## src/pfr_pkg.sv

```systemverilog
// Shared constants, status codes and queue entry type for the page frame replacer.
// No dependencies; every other file imports this package.
package pfr_pkg;

  localparam int FRAMES      = 8;
  localparam int SWAP_SLOTS  = 16;
  localparam int PROCESSES   = 16;
  localparam int QUEUE_DEPTH = 2;

  localparam int PID_W       = 5;
  localparam int PAGE_W      = 5;
  localparam int STAMP_W     = 32;
  localparam int STATUS_W    = 3;
  localparam int FRAME_IDX_W = 3;
  localparam int SLOT_W      = 4;

  localparam int FRAME_W = (FRAMES > 1) ? $clog2(FRAMES) : 1;
  localparam int SWAP_W  = $clog2(SWAP_SLOTS + 1);
  localparam int NPAIR   = (FRAMES + 1) / 2;
  localparam int QPTR_W  = (QUEUE_DEPTH > 1) ? $clog2(QUEUE_DEPTH) : 1;
  localparam int QCNT_W  = $clog2(QUEUE_DEPTH + 1);

  typedef enum logic [STATUS_W-1:0] {
    ST_HIT      = 3'd0,
    ST_FREE     = 3'd1,
    ST_EVICT    = 3'd2,
    ST_BADPID   = 3'd3,
    ST_SWAPFULL = 3'd4
  } status_t;

  // One classified reference waiting for the back end.
  typedef struct packed {
    logic               bad;
    logic [PID_W-1:0]   pid;
    logic [PAGE_W-1:0]  page;
    logic [STAMP_W-1:0] stamp;
  } ref_t;

endpackage

```

## src/pfr_if.sv

```systemverilog
// Handshake channels of the page frame replacer: references in, results out, config.
// Depends on pfr_pkg for field widths.
interface pfr_req_if import pfr_pkg::*; ();
  logic              valid;
  logic              ready;
  logic [PID_W-1:0]  process_id;
  logic [PAGE_W-1:0] page_number;

  modport source (output valid, output process_id, output page_number, input ready);
  modport sink   (input valid, input process_id, input page_number, output ready);
endinterface

interface pfr_res_if import pfr_pkg::*; ();
  logic                   valid;
  logic                   ready;
  logic [STATUS_W-1:0]    status;
  logic [FRAME_IDX_W-1:0] frame_index;
  logic [PID_W-1:0]       victim_process;
  logic [PAGE_W-1:0]      victim_page;
  logic [SLOT_W-1:0]      swap_slot;

  modport source (output valid, output status, output frame_index, output victim_process,
                  output victim_page, output swap_slot, input ready);
  modport sink   (input valid, input status, input frame_index, input victim_process,
                  input victim_page, input swap_slot, output ready);
endinterface

interface pfr_cfg_if ();
  logic valid;
  logic ready;
  logic policy_mode;

  modport source (output valid, output policy_mode, input ready);
  modport sink   (input valid, input policy_mode, output ready);
endinterface

```

## src/pfr_queue.sv

```systemverilog
// Short queue of classified references between front and back end.
// Depends on pfr_pkg (ref_t, QUEUE_DEPTH).
module pfr_queue import pfr_pkg::*; (
  input  logic              clk,
  input  logic              rst,
  input  logic              push,
  input  ref_t              push_data,
  output logic              not_full,
  output ref_t              head,
  output logic              head_valid,
  input  logic              pop,
  output logic [QCNT_W-1:0] count
);

  ref_t              slots [QUEUE_DEPTH];
  logic [QPTR_W-1:0] wr_ptr;
  logic [QPTR_W-1:0] rd_ptr;

  function automatic logic [QPTR_W-1:0] bump(input logic [QPTR_W-1:0] p);
    if (p == QPTR_W'(QUEUE_DEPTH - 1)) begin
      return '0;
    end
    return p + 1'b1;
  endfunction

  assign not_full   = (count != QCNT_W'(QUEUE_DEPTH));
  assign head_valid = (count != '0);
  assign head       = slots[rd_ptr];

  always_ff @(posedge clk) begin
    if (push) begin
      slots[wr_ptr] <= push_data;
    end
    if (rst) begin
      wr_ptr <= '0;
      rd_ptr <= '0;
      count  <= '0;
    end else begin
      if (push) begin
        wr_ptr <= bump(wr_ptr);
      end
      if (pop) begin
        rd_ptr <= bump(rd_ptr);
      end
      if (push && !pop) begin
        count <= count + 1'b1;
      end else if (pop && !push) begin
        count <= count - 1'b1;
      end
    end
  end

endmodule

```

## src/pfr_front.sv

```systemverilog
// Front end: accepts references, checks the process id and stamps each one.
// Depends on pfr_pkg and pfr_req_if.
module pfr_front import pfr_pkg::*; (
  input  logic      clk,
  input  logic      rst,
  pfr_req_if.sink   req,
  input  logic      q_not_full,
  output logic      push,
  output ref_t      push_data
);

  logic [STAMP_W-1:0] access_clock;
  logic [STAMP_W-1:0] access_clock_next;

  assign req.ready         = q_not_full;
  assign push              = req.valid && q_not_full;
  assign access_clock_next = access_clock + 1'b1;

  // Id 0 and ids above the process count are rejected later without touching the table.
  always_comb begin
    push_data.bad   = (req.process_id == '0) ||
                      (req.process_id > PID_W'(PROCESSES));
    push_data.pid   = req.process_id;
    push_data.page  = req.page_number;
    push_data.stamp = access_clock_next;
  end

  // Advance the clock on every transfer, rejected ones included.
  always_ff @(posedge clk) begin
    if (rst) begin
      access_clock <= '0;
    end else if (push) begin
      access_clock <= access_clock_next;
    end
  end

endmodule

```

## src/pfr_back.sv

```systemverilog
// Back end: frame table, hit lookup, victim search, table update and result register.
// Depends on pfr_pkg and pfr_res_if.
module pfr_back import pfr_pkg::*; (
  input  logic      clk,
  input  logic      rst,
  input  logic      policy_mode,
  input  ref_t      head,
  input  logic      head_valid,
  output logic      head_pop,
  pfr_res_if.source res
);

  typedef enum logic {S_LOOK, S_WRITE} state_t;

  state_t             state;
  logic [PID_W-1:0]   frame_owner [FRAMES];
  logic [PAGE_W-1:0]  frame_page  [FRAMES];
  logic [STAMP_W-1:0] frame_stamp [FRAMES];
  logic [FRAMES-1:0]  frame_valid;
  logic [FRAME_W-1:0] placement_pointer;
  logic               frames_full;
  logic [SWAP_W-1:0]  swap_used;

  logic               hit;
  logic [FRAME_W-1:0] hit_idx;
  logic [FRAME_W-1:0] pair_idx   [NPAIR];
  logic [STAMP_W-1:0] pair_stamp [NPAIR];

  logic               hit_next;
  logic [FRAME_W-1:0] hit_idx_next;
  logic [FRAME_W-1:0] pair_idx_next   [NPAIR];
  logic [STAMP_W-1:0] pair_stamp_next [NPAIR];
  logic [FRAME_W-1:0] lru_idx;
  logic [STAMP_W-1:0] lru_stamp;
  logic [FRAME_W-1:0] place_idx;
  logic [FRAME_W-1:0] pointer_next;
  logic               out_free;
  logic               swap_full;

  // Lowest matching frame wins.
  always_comb begin
    hit_next     = 1'b0;
    hit_idx_next = '0;
    for (int k = FRAMES - 1; k >= 0; k--) begin
      if (frame_valid[k] && frame_owner[k] == head.pid && frame_page[k] == head.page) begin
        hit_next     = 1'b1;
        hit_idx_next = FRAME_W'(k);
      end
    end
  end

  // First level of the oldest-stamp search: one compare per frame pair, lower index on ties.
  for (genvar j = 0; j < NPAIR; j++) begin : g_pair
    if (2 * j + 1 < FRAMES) begin : g_two
      always_comb begin
        if (frame_stamp[2*j+1] < frame_stamp[2*j]) begin
          pair_idx_next[j]   = FRAME_W'(2 * j + 1);
          pair_stamp_next[j] = frame_stamp[2*j+1];
        end else begin
          pair_idx_next[j]   = FRAME_W'(2 * j);
          pair_stamp_next[j] = frame_stamp[2*j];
        end
      end
    end else begin : g_one
      assign pair_idx_next[j]   = FRAME_W'(2 * j);
      assign pair_stamp_next[j] = frame_stamp[2*j];
    end
  end

  // Finish the search over the registered pair winners.
  always_comb begin
    lru_idx   = pair_idx[0];
    lru_stamp = pair_stamp[0];
    for (int j = 1; j < NPAIR; j++) begin
      if (pair_stamp[j] < lru_stamp) begin
        lru_idx   = pair_idx[j];
        lru_stamp = pair_stamp[j];
      end
    end
  end

  assign place_idx    = (frames_full && policy_mode) ? lru_idx : placement_pointer;
  assign pointer_next = (placement_pointer == FRAME_W'(FRAMES - 1)) ? '0
                                                                    : placement_pointer + 1'b1;
  assign swap_full    = frames_full && (swap_used >= SWAP_W'(SWAP_SLOTS));
  assign out_free     = !res.valid || res.ready;
  assign head_pop     = (state == S_WRITE) && out_free;

  always_ff @(posedge clk) begin
    if (rst) begin
      state             <= S_LOOK;
      frame_valid       <= '0;
      placement_pointer <= '0;
      frames_full       <= 1'b0;
      swap_used         <= '0;
      res.valid         <= 1'b0;
    end else begin
      if (res.valid && res.ready) begin
        res.valid <= 1'b0;
      end
      unique case (state)
        S_LOOK: begin
          if (head_valid) begin
            hit     <= hit_next;
            hit_idx <= hit_idx_next;
            for (int j = 0; j < NPAIR; j++) begin
              pair_idx[j]   <= pair_idx_next[j];
              pair_stamp[j] <= pair_stamp_next[j];
            end
            state <= S_WRITE;
          end
        end
        S_WRITE: begin
          if (out_free) begin
            res.valid          <= 1'b1;
            res.frame_index    <= '0;
            res.victim_process <= '0;
            res.victim_page    <= '0;
            res.swap_slot      <= '0;
            priority if (head.bad) begin
              res.status <= ST_BADPID;
            end else if (hit) begin
              res.status           <= ST_HIT;
              res.frame_index      <= FRAME_IDX_W'(hit_idx);
              frame_stamp[hit_idx] <= head.stamp;
            end else if (swap_full) begin
              res.status <= ST_SWAPFULL;
            end else begin
              res.frame_index <= FRAME_IDX_W'(place_idx);
              if (frames_full) begin
                res.status         <= ST_EVICT;
                res.victim_process <= frame_owner[place_idx];
                res.victim_page    <= frame_page[place_idx];
                res.swap_slot      <= SLOT_W'(swap_used);
                swap_used          <= swap_used + 1'b1;
              end else begin
                res.status <= ST_FREE;
              end
              frame_owner[place_idx] <= head.pid;
              frame_page[place_idx]  <= head.page;
              frame_stamp[place_idx] <= head.stamp;
              frame_valid[place_idx] <= 1'b1;
              placement_pointer      <= pointer_next;
              if (pointer_next == '0) begin
                frames_full <= 1'b1;
              end
            end
            state <= S_LOOK;
          end
        end
        default: state <= S_LOOK;
      endcase
    end
  end

endmodule

```

## src/page_frame_replacer_fifo_lru.sv

```systemverilog
// Top level of the page frame replacer: config register, front end, queue, back end.
// Depends on pfr_pkg, pfr_if, pfr_front, pfr_queue and pfr_back.
//
// Usage:
//   req carries one page reference per transfer (process_id, page_number).
//   res returns exactly one result per reference, in order: status, the frame
//   that holds the page, and the victim and swap slot when a page was evicted.
//   cfg writes policy_mode (0 round-robin, 1 least recently used); write it
//   only while no reference is in flight. cfg is always ready.
// Operation:
//   The front end stamps and classifies a reference in the cycle it transfers
//   and drops it into a two-entry queue. The back end takes each reference
//   through a lookup state (hit compare over all frames, first level of the
//   oldest-stamp search) and then an update state (search finish, table
//   write, result load), and starts the next lookup only after the update.
// Reset (rst, synchronous): clears the frame table valid bits, placement
//   pointer, swap count, access clock, queue and result register; policy_mode
//   returns to round-robin. No clearing pass is needed.
// Stall: while res is held the result register keeps its value, the back end
//   waits in its update state and the queue fills; req drops ready when full.
module page_frame_replacer_fifo_lru import pfr_pkg::*; (
  input  logic     clk,
  input  logic     rst,
  pfr_req_if.sink  req,
  pfr_res_if.source res,
  pfr_cfg_if.sink  cfg
);

  logic              policy_mode;
  logic              push;
  ref_t              push_data;
  logic              q_not_full;
  ref_t              head;
  logic              head_valid;
  logic              head_pop;
  logic [QCNT_W-1:0] q_count;

  // Config transfers are taken in any cycle.
  assign cfg.ready = 1'b1;

  always_ff @(posedge clk) begin
    if (rst) begin
      policy_mode <= 1'b0;
    end else if (cfg.valid) begin
      policy_mode <= cfg.policy_mode;
    end
  end

  pfr_front u_front (
    .clk        (clk),
    .rst        (rst),
    .req        (req),
    .q_not_full (q_not_full),
    .push       (push),
    .push_data  (push_data)
  );

  pfr_queue u_queue (
    .clk        (clk),
    .rst        (rst),
    .push       (push),
    .push_data  (push_data),
    .not_full   (q_not_full),
    .head       (head),
    .head_valid (head_valid),
    .pop        (head_pop),
    .count      (q_count)
  );

  pfr_back u_back (
    .clk         (clk),
    .rst         (rst),
    .policy_mode (policy_mode),
    .head        (head),
    .head_valid  (head_valid),
    .head_pop    (head_pop),
    .res         (res)
  );

`ifndef SYNTH
  a_queue_bound: assert property (@(posedge clk) disable iff (rst)
    q_count <= QCNT_W'(QUEUE_DEPTH))
    else $error("reference queue over capacity");

  a_pop_needs_entry: assert property (@(posedge clk) disable iff (rst)
    head_pop |-> head_valid)
    else $error("back end popped an empty queue");

  a_reject_zero: assert property (@(posedge clk) disable iff (rst)
    res.valid && (res.status == ST_BADPID || res.status == ST_SWAPFULL) |->
      res.frame_index == '0 && res.victim_process == '0 && res.victim_page == '0)
    else $error("rejected reference carries nonzero fields");

  a_no_victim: assert property (@(posedge clk) disable iff (rst)
    res.valid && (res.status == ST_HIT || res.status == ST_FREE) |->
      res.victim_process == '0 && res.swap_slot == '0)
    else $error("victim reported without eviction");
`endif

endmodule

```

## src/flat_wrapper.sv

```systemverilog
// flat-port wrapper written by rule: the top's interface ports become plain ports
module page_frame_replacer_fifo_lru_flat import pfr_pkg::*;
  (clk, rst, req_valid, req_process_id, req_page_number, req_ready, res_valid, res_status, res_frame_index, res_victim_process, res_victim_page, res_swap_slot, res_ready, cfg_valid, cfg_policy_mode, cfg_ready);
  pfr_req_if req_i ();
  pfr_res_if res_i ();
  pfr_cfg_if cfg_i ();
  input  logic clk;
  input  logic rst;
  input wire logic [$bits(req_i.valid)-1:0] req_valid;
  input wire logic [$bits(req_i.process_id)-1:0] req_process_id;
  input wire logic [$bits(req_i.page_number)-1:0] req_page_number;
  output wire logic [$bits(req_i.ready)-1:0] req_ready;
  output wire logic [$bits(res_i.valid)-1:0] res_valid;
  output wire logic [$bits(res_i.status)-1:0] res_status;
  output wire logic [$bits(res_i.frame_index)-1:0] res_frame_index;
  output wire logic [$bits(res_i.victim_process)-1:0] res_victim_process;
  output wire logic [$bits(res_i.victim_page)-1:0] res_victim_page;
  output wire logic [$bits(res_i.swap_slot)-1:0] res_swap_slot;
  input wire logic [$bits(res_i.ready)-1:0] res_ready;
  input wire logic [$bits(cfg_i.valid)-1:0] cfg_valid;
  input wire logic [$bits(cfg_i.policy_mode)-1:0] cfg_policy_mode;
  output wire logic [$bits(cfg_i.ready)-1:0] cfg_ready;
  assign req_i.valid = req_valid;
  assign req_i.process_id = req_process_id;
  assign req_i.page_number = req_page_number;
  assign req_ready = req_i.ready;
  assign res_valid = res_i.valid;
  assign res_status = res_i.status;
  assign res_frame_index = res_i.frame_index;
  assign res_victim_process = res_i.victim_process;
  assign res_victim_page = res_i.victim_page;
  assign res_swap_slot = res_i.swap_slot;
  assign res_i.ready = res_ready;
  assign cfg_i.valid = cfg_valid;
  assign cfg_i.policy_mode = cfg_policy_mode;
  assign cfg_ready = cfg_i.ready;
  page_frame_replacer_fifo_lru u_core (.clk(clk), .rst(rst), .req(req_i), .res(res_i), .cfg(cfg_i));
endmodule
```

## config.mk

```make
export PLATFORM = sky130hd
export DESIGN_NAME = page_frame_replacer_fifo_lru_flat
export DESIGN_NICKNAME = d
export VERILOG_FILES = /design/src/pfr_pkg.sv /design/src/pfr_if.sv /design/src/pfr_queue.sv /design/src/pfr_front.sv /design/src/pfr_back.sv /design/src/page_frame_replacer_fifo_lru.sv /design/src/flat_wrapper.sv
export SDC_FILE = /design/constraint.sdc
export NUM_CORES = 1
export LEC_CHECK = 0
export ABC_AREA = 0
export ABC_CLOCK_PERIOD_IN_PS = 14000
export BUFFER_PORTS_ARGS = -buffer_cell sky130_fd_sc_hd__buf_2
export CAP_MARGIN = 0
export CORE_MARGIN = 2
export CORE_UTILIZATION = 46
export DETAILED_ROUTE_END_ITERATION = 7
export PLACE_DENSITY_LB_ADDON = 0.3
export SLEW_MARGIN = 20
export SYNTH_ARGS = -nofsm -noshare
export SYNTH_HDL_FRONTEND = slang
export SYNTH_SLANG_ARGS = --single-unit
```

## constraint.sdc

```tcl
create_clock -name clk -period 14 [get_ports clk]
set_input_delay 1.4 -clock clk [delete_from_list [all_inputs] [get_ports clk]]
set_output_delay 1.4 -clock clk [all_outputs]
set_load 0.1 [all_outputs]
```

; Word level (Yosys, flattened, before mapping)
; Memory sizes are Yosys's and may differ from the RTL's. A register that Yosys moved wholly into a read port is not among the register bits.
; Cells that the tools add are included.
[op_classes]
n_mux = 71
n_eq_ne = 18
add_sub_neg = 7
order_cmp = 11
reduce_logical = 44
bitwise_logic = 7
[op_table]
columns = cell, n
row1 = $lt 32x32->1, 7
row2 = $mux 32, 7
row3 = $eq 5x5->1, 16
row4 = $mux 1, 43
row5 = $mux 3, 13
row6 = $add 32x1->32 const B, 1
row7 = $reduce_or 32->1, 1
row8 = $logic_and 1x1->1, 24
row9 = $mux 2, 6
row10 = $reduce_and 6->1, 2
row11 = $or 8x8->8, 1
row12 = $reduce_or 4->1, 2
row13 = $reduce_or 7->1, 1
row14 = $not 1->1, 6
row15 = $reduce_and 3->1, 2
row16 = $add 5x1->5 const B, 1
row17 = $ge 5x5->1 const B, 1
row18 = $gt 5x5->1 const B, 1
row19 = $logic_not 5->1, 1
row20 = $reduce_and 5->1, 1
row21 = $lt 3x4->1 const B, 1
row22 = $reduce_bool 2->1, 2
row23 = $reduce_or 2->1, 2
row24 = $add 3x1->3 const B, 1
row25 = other kinds (11), 15
[totals]
memories = 6
input_bits = 16
ramBits = 562
regBits = 70
word_cells = 183
[mem_list]
columns = memory, depth, word_bits, read_ports, rd_clocked_by_memory_dff, write_ports, line_no
row1 = u_core.u_back.frame_stamp, 8, 32, 8, 0, 1, pfr_back.sv:18  ; logic [STAMP_W-1:0] frame_stamp [FRAMES];
row2 = u_core.u_back.pair_stamp, 4, 32, 4, 0, 4, pfr_back.sv:27  ; logic [STAMP_W-1:0] pair_stamp [NPAIR];
row3 = u_core.u_queue.slots, 2, 43, 1, 1, 1, pfr_queue.sv:15  ; ref_t slots [QUEUE_DEPTH];
row4 = u_core.u_back.frame_owner, 8, 5, 9, 1, 1, pfr_back.sv:16  ; logic [PID_W-1:0] frame_owner [FRAMES];
row5 = u_core.u_back.frame_page, 8, 5, 9, 1, 1, pfr_back.sv:17  ; logic [PAGE_W-1:0] frame_page [FRAMES];
row6 = u_core.u_back.pair_idx, 4, 3, 4, 0, 4, pfr_back.sv:26  ; logic [FRAME_W-1:0] pair_idx [NPAIR];

; Longest topological paths before layout
; An unclocked memory read counts as a cell.
[depth]
depth_word = 13
ltp_mapped = 37
ltp_nobuf = 31

; Hierarchy
; A second synthesis with hierarchy kept.
[unflattened]
cells_unflattened = 2458
hier_area_um2 = 31396.4
[modules_own_cells]
columns = module, area_each_um2, cells_per_inst, seq_area_each_um2, instances
row1 = pfr_back, 25846.0, 2023, 15154.5, 1
row2 = pfr_queue, 3324.4, 156, 2682.6, 1
row3 = pfr_front, 2180.8, 274, 640.6, 1
row4 = page_frame_replacer_fifo_lru, 45.0, 5, 20.0, 1

; Least setup slack after synthesis
; No wires, ideal clock.
[synth_path]
path_kind = input -> register
start = input port rst
end = memory u_core.u_back.pair_idx[0][0] (netlist name) (enable)
setup_time_ns = 0.785
stages = 3
arrival_time_ns = 10.790
slack_ns = 2.425
n_path_buf = 2
cell_sequence = clkbuf_1 clkbuf_1 nor3_1
[synth_rtl]
columns = item, line_no
row1 = from (decl), flat_wrapper.sv:8  ; input logic rst;
row2 = to (decl), pfr_back.sv:26

==> run summary <==
Data on the critical path arrives at its endpoint at 10150 ps. The number of buffers inserted by post-CTS setup repair came out at 0. CTS built an H-tree with a depth of 3. Hold repair after CTS inserted 0 buffers.

The final routed wire length divided by cell count was 21.4 um; the final-layout fill cell count was 5330. During synthesis, Yosys emitted a total of 0 warnings. The flow ran to the end, and the final reports show no timing, DRC or antenna violations. The initial antenna violation count is 6. TritonCTS created 69 clock buffers. TritonCTS built the clock tree.

The part of the Yosys area used for sequential elements is 61.0%. Per-cell via count in the routed design: 5.54. Data on the critical path is required at its endpoint by 14230 ps.

The total overflow left after global routing is 0. Counting instances in the post-synthesis netlist gives the leading cell types as 578 x sky130_fd_sc_hd__edfxtp_1, 223 x sky130_fd_sc_hd__ha_1, 191 x sky130_fd_sc_hd__inv_1, 149 x sky130_fd_sc_hd__mux2_2, 143 x sky130_fd_sc_hd__nor2_1. After layout, the minimum clock period comes to 9910 ps. Max-cap check violation count: 0. The clock arrives with 48.0 ps of skew.

Measured against its own limit, the worst slew margin works out to 26.3%. The detail route stage leaves a number of antenna-violating nets equal to 0. The clock sink total was 635.

Top achievable clock speed: 0.101 GHz. Cells fill 52.1% of the core in the end. In this run the power density over the cells is 174 nW/um2. Number of global-route vias before repair: 17900.

After detailed placement, the total cell area comes to 31700 um2. In this run switching power makes up 31.8% of total power. Buffers placed on the I/O ports in this run total 37. Setup violations remaining at the end of the flow were counted as 0. The post-cts gate resize count is 0. Among all flip-flop cells after synthesis, the most frequent one is sky130_fd_sc_hd__edfxtp_1.

Each instance of the synthesized netlist takes up on average 13.5 um2. The remaining design rule violation count was 0; the setup slack at placement was 4240 ps. Clock-pin slew was measured on the worst setup and hold paths at 60 ps. For the combinational share of power, the log shows 25.9%.

In this run, the number of DRC markers left after iteration 0 of detailed routing was 1464. The synthesized design spends more area on one cell type than any other, namely sky130_fd_sc_hd__edfxtp_1. For this design the static power due to leakage is 13.1 nW. The tools report the first-pass GRT wire length as 106000 um. The top-area cell type share of the netlist area works out to 57.2%. The worst setup path is captured at a flip-flop. Final hold violation count: 0. The setup path with the least slack is of type flip-flop to flip-flop. Hold timing on the final database bottoms out at a slack of 492 ps. The sequential fraction of design power was 41.6%. The kind of path behind the tightest hold check is flip-flop to flip-flop. The initialized floorplan defines 94 standard-cell rows. Summed over all nets, the switching power comes to 0.00189 W. After technology mapping, the gate count stands at 2245. Summed over all failing endpoints, the final setup total negative slack is 0 ps. Setup repair after global routing left no endpoint under its margin. The logs give 3 for the largest buffer count on any clock path and 34100 um2 for the finished layout cell area. sky130_fd_sc_hd__edfxtp_1 is the most common cell in the netlist. At the later pin of the worst-skew pair, clock insertion delay measures 620 ps.

For the final routed wirelength across all metal layers, the log shows 69500 um. The tools report the element type at the critical path start as a flip-flop. The number of primary I/O pins came out at 39.

The floorplan die width was 261 um; the die outline height was 261 um. In the synthesized netlist the async set-or-reset flop fraction comes to 0%. Across the VDD grid, the largest voltage drop is 165 uV. The max-slew violation count was 0. The slowest stage of the critical path belongs to the cell sky130_fd_sc_hd__a22o_1.

The standard cell core area was 65500 um2. The master cell of the clock root buffer is sky130_fd_sc_hd__clkbuf_16. The number of nets in the synthesized netlist is 2484. For the maximum number of pins on one net before global-route repair, the log shows 77. Per report_power, the clock group accounts for 32.5% of the total.

The post-route netlist has 15.8% of its cells at a drive strength greater than 1. The last weighted congestion value of the routability-driven placer is 0.939. Compared with the post-synthesis result, the final layout area differs by 12.5%.

After layout, the worst setup slack is 4090 ps. The internal power summed over all cells was 0.00405 W. The largest fanout on the critical path was 49. In this run, synthesis produced a sequential element count of 635. Sorting the synthesized cells by area gives the leading types as sky130_fd_sc_hd__edfxtp_1 57%, sky130_fd_sc_hd__ha_1 9.2%, sky130_fd_sc_hd__mux2_2 5.5%. Across every metal layer, demand over resource in global routing totals 20.6%.

After synthesis the cells add up to 30300 um2. The first detailed-routing pass took 6 iterations. Summed over all nets, the half-perimeter wirelength after detailed placement is 49500 um. The die covers 68000 um2. Largest stage delay on the critical path: 870 ps. Dividing the final minimum period by the clock period gives 70.8%. After the last flow step, the layout net total stands at 2565. The final route contains 18000 vias. The slew at the pin closest to its max-slew limit came out at 1100 ps.

In this run, synthesis inferred 578 flip-flops with an integrated enable. For the initial standard-cell utilization of the core, the log shows 46.3%. Yosys mapped the design onto 78 distinct sky130hd cell types.
[power by group through the flow]
stage | clock, W | sequential (W) | combinational (W)
floorplan | 0 | 0.00256 | 0.000978
global placement | 0 | 0.00251 | 0.00149
detailed placement | 0 | 0.00251 | 0.00152
CTS | 0.00197 | 0.00247 | 0.00153
global route | 0.00204 | 0.00249 | 0.00169
finish | 0.00193 | 0.00247 | 0.00154
[layer usage]
metal | part of all wire, % | GRT usage, %
met3 | 5.1 | 3.00
met5 | 0 | 0
met2 | 46 | 32.6
met1 | 47 | 29.6
met4 | 1.9 | 5.79
[sequential cells by signal (all words and copies together) (netlist names), 8 cells and up, named ones only]
register,flops
u_core.u_front.access_clock,32
u_core.u_back.frame_owner,40
u_core.u_queue.slots,86
u_core.u_back.pair_stamp,128
u_core.u_back.frame_stamp,256
u_core.u_back.frame_page,40
u_core.u_back.frame_valid,8
[cells by family after synthesis]
group           count (synthesis)  share of synthesized area, %
simple gates                  457                          7.71
buf+inv                       254                          3.33
other cells                     1                        0.0124
mux                           189                          6.91
xor+xnor                      143                          4.13
flops                         635                          61.0
compound gates                343                          7.71
fa+ha+maj                     223                          9.20
[cell usage in the layout, fill, tap and decap left out, types with 45 or more instances in the layout]
cell and n:
sky130_fd_sc_hd__ha_1 223, sky130_fd_sc_hd__xor2_1 45, sky130_fd_sc_hd__a21o_1 60, sky130_fd_sc_hd__nor2_1 141
sky130_fd_sc_hd__nand2_1 69, sky130_fd_sc_hd__clkbuf_16 70, sky130_fd_sc_hd__xnor2_1 98, sky130_fd_sc_hd__dfxtp_1 56
sky130_fd_sc_hd__edfxtp_1 578, sky130_fd_sc_hd__a21oi_1 131, sky130_fd_sc_hd__mux2_2 149, sky130_fd_sc_hd__inv_1 191
[per-stage QoR]
step | power, W | std cells
floorplan | 0.00354 | 2245
global placement | 0.00400 | 3119
detailed placement | 0.00403 | 3119
CTS | 0.00598 | 3246
global route | 0.00622 | 3246
finish | 0.00594 | 3247
[critical path: cells and delay by family (launching register included)]
| family | cells | cell delay, ps |
|---|---|---|
| compound gates | 14 | 4140 |
| simple gates | 10 | 2830 |
| buf+inv | 3 | 1190 |
| fa+ha+maj | 3 | 920 |
| flops | 1 | 400 |
[final timing paths]
check / from / to / slack (ps) / depth (start not counted)
setup reg to reg: u_core.u_back.pair_stamp[1][2]$_DFFE_PP_ / u_core.u_back.frame_owner[0][0]$_DFFE_PP_ / 4090 / 30
setup / recovery: u_core.u_back.pair_stamp[1][2]$_DFFE_PP_ / u_core.u_back.frame_owner[0][0]$_DFFE_PP_ / 4090 / 30
hold reg to reg: u_core.u_back.frame_valid[7]$_SDFFE_PP0P_ / u_core.u_back.frame_valid[7]$_SDFFE_PP0P_ / 490 / 2
hold / removal: u_core.u_back.frame_valid[7]$_SDFFE_PP0P_ / u_core.u_back.frame_valid[7]$_SDFFE_PP0P_ / 490 / 2
[cell type report]
class                   instances  area, um2  area share, %
flip-flops and latches        635      18500           54.2
multi-input cells            1356      10900           32.0
clock buffers                  84       1830           5.38
well taps                     864       1080           3.17
inverters                     191        717           2.10
clock inverters                43        603           1.77
repair buffers                 73        459           1.35
diodes                          1       2.50        0.00733
Power figures use the tool's default switching activity.
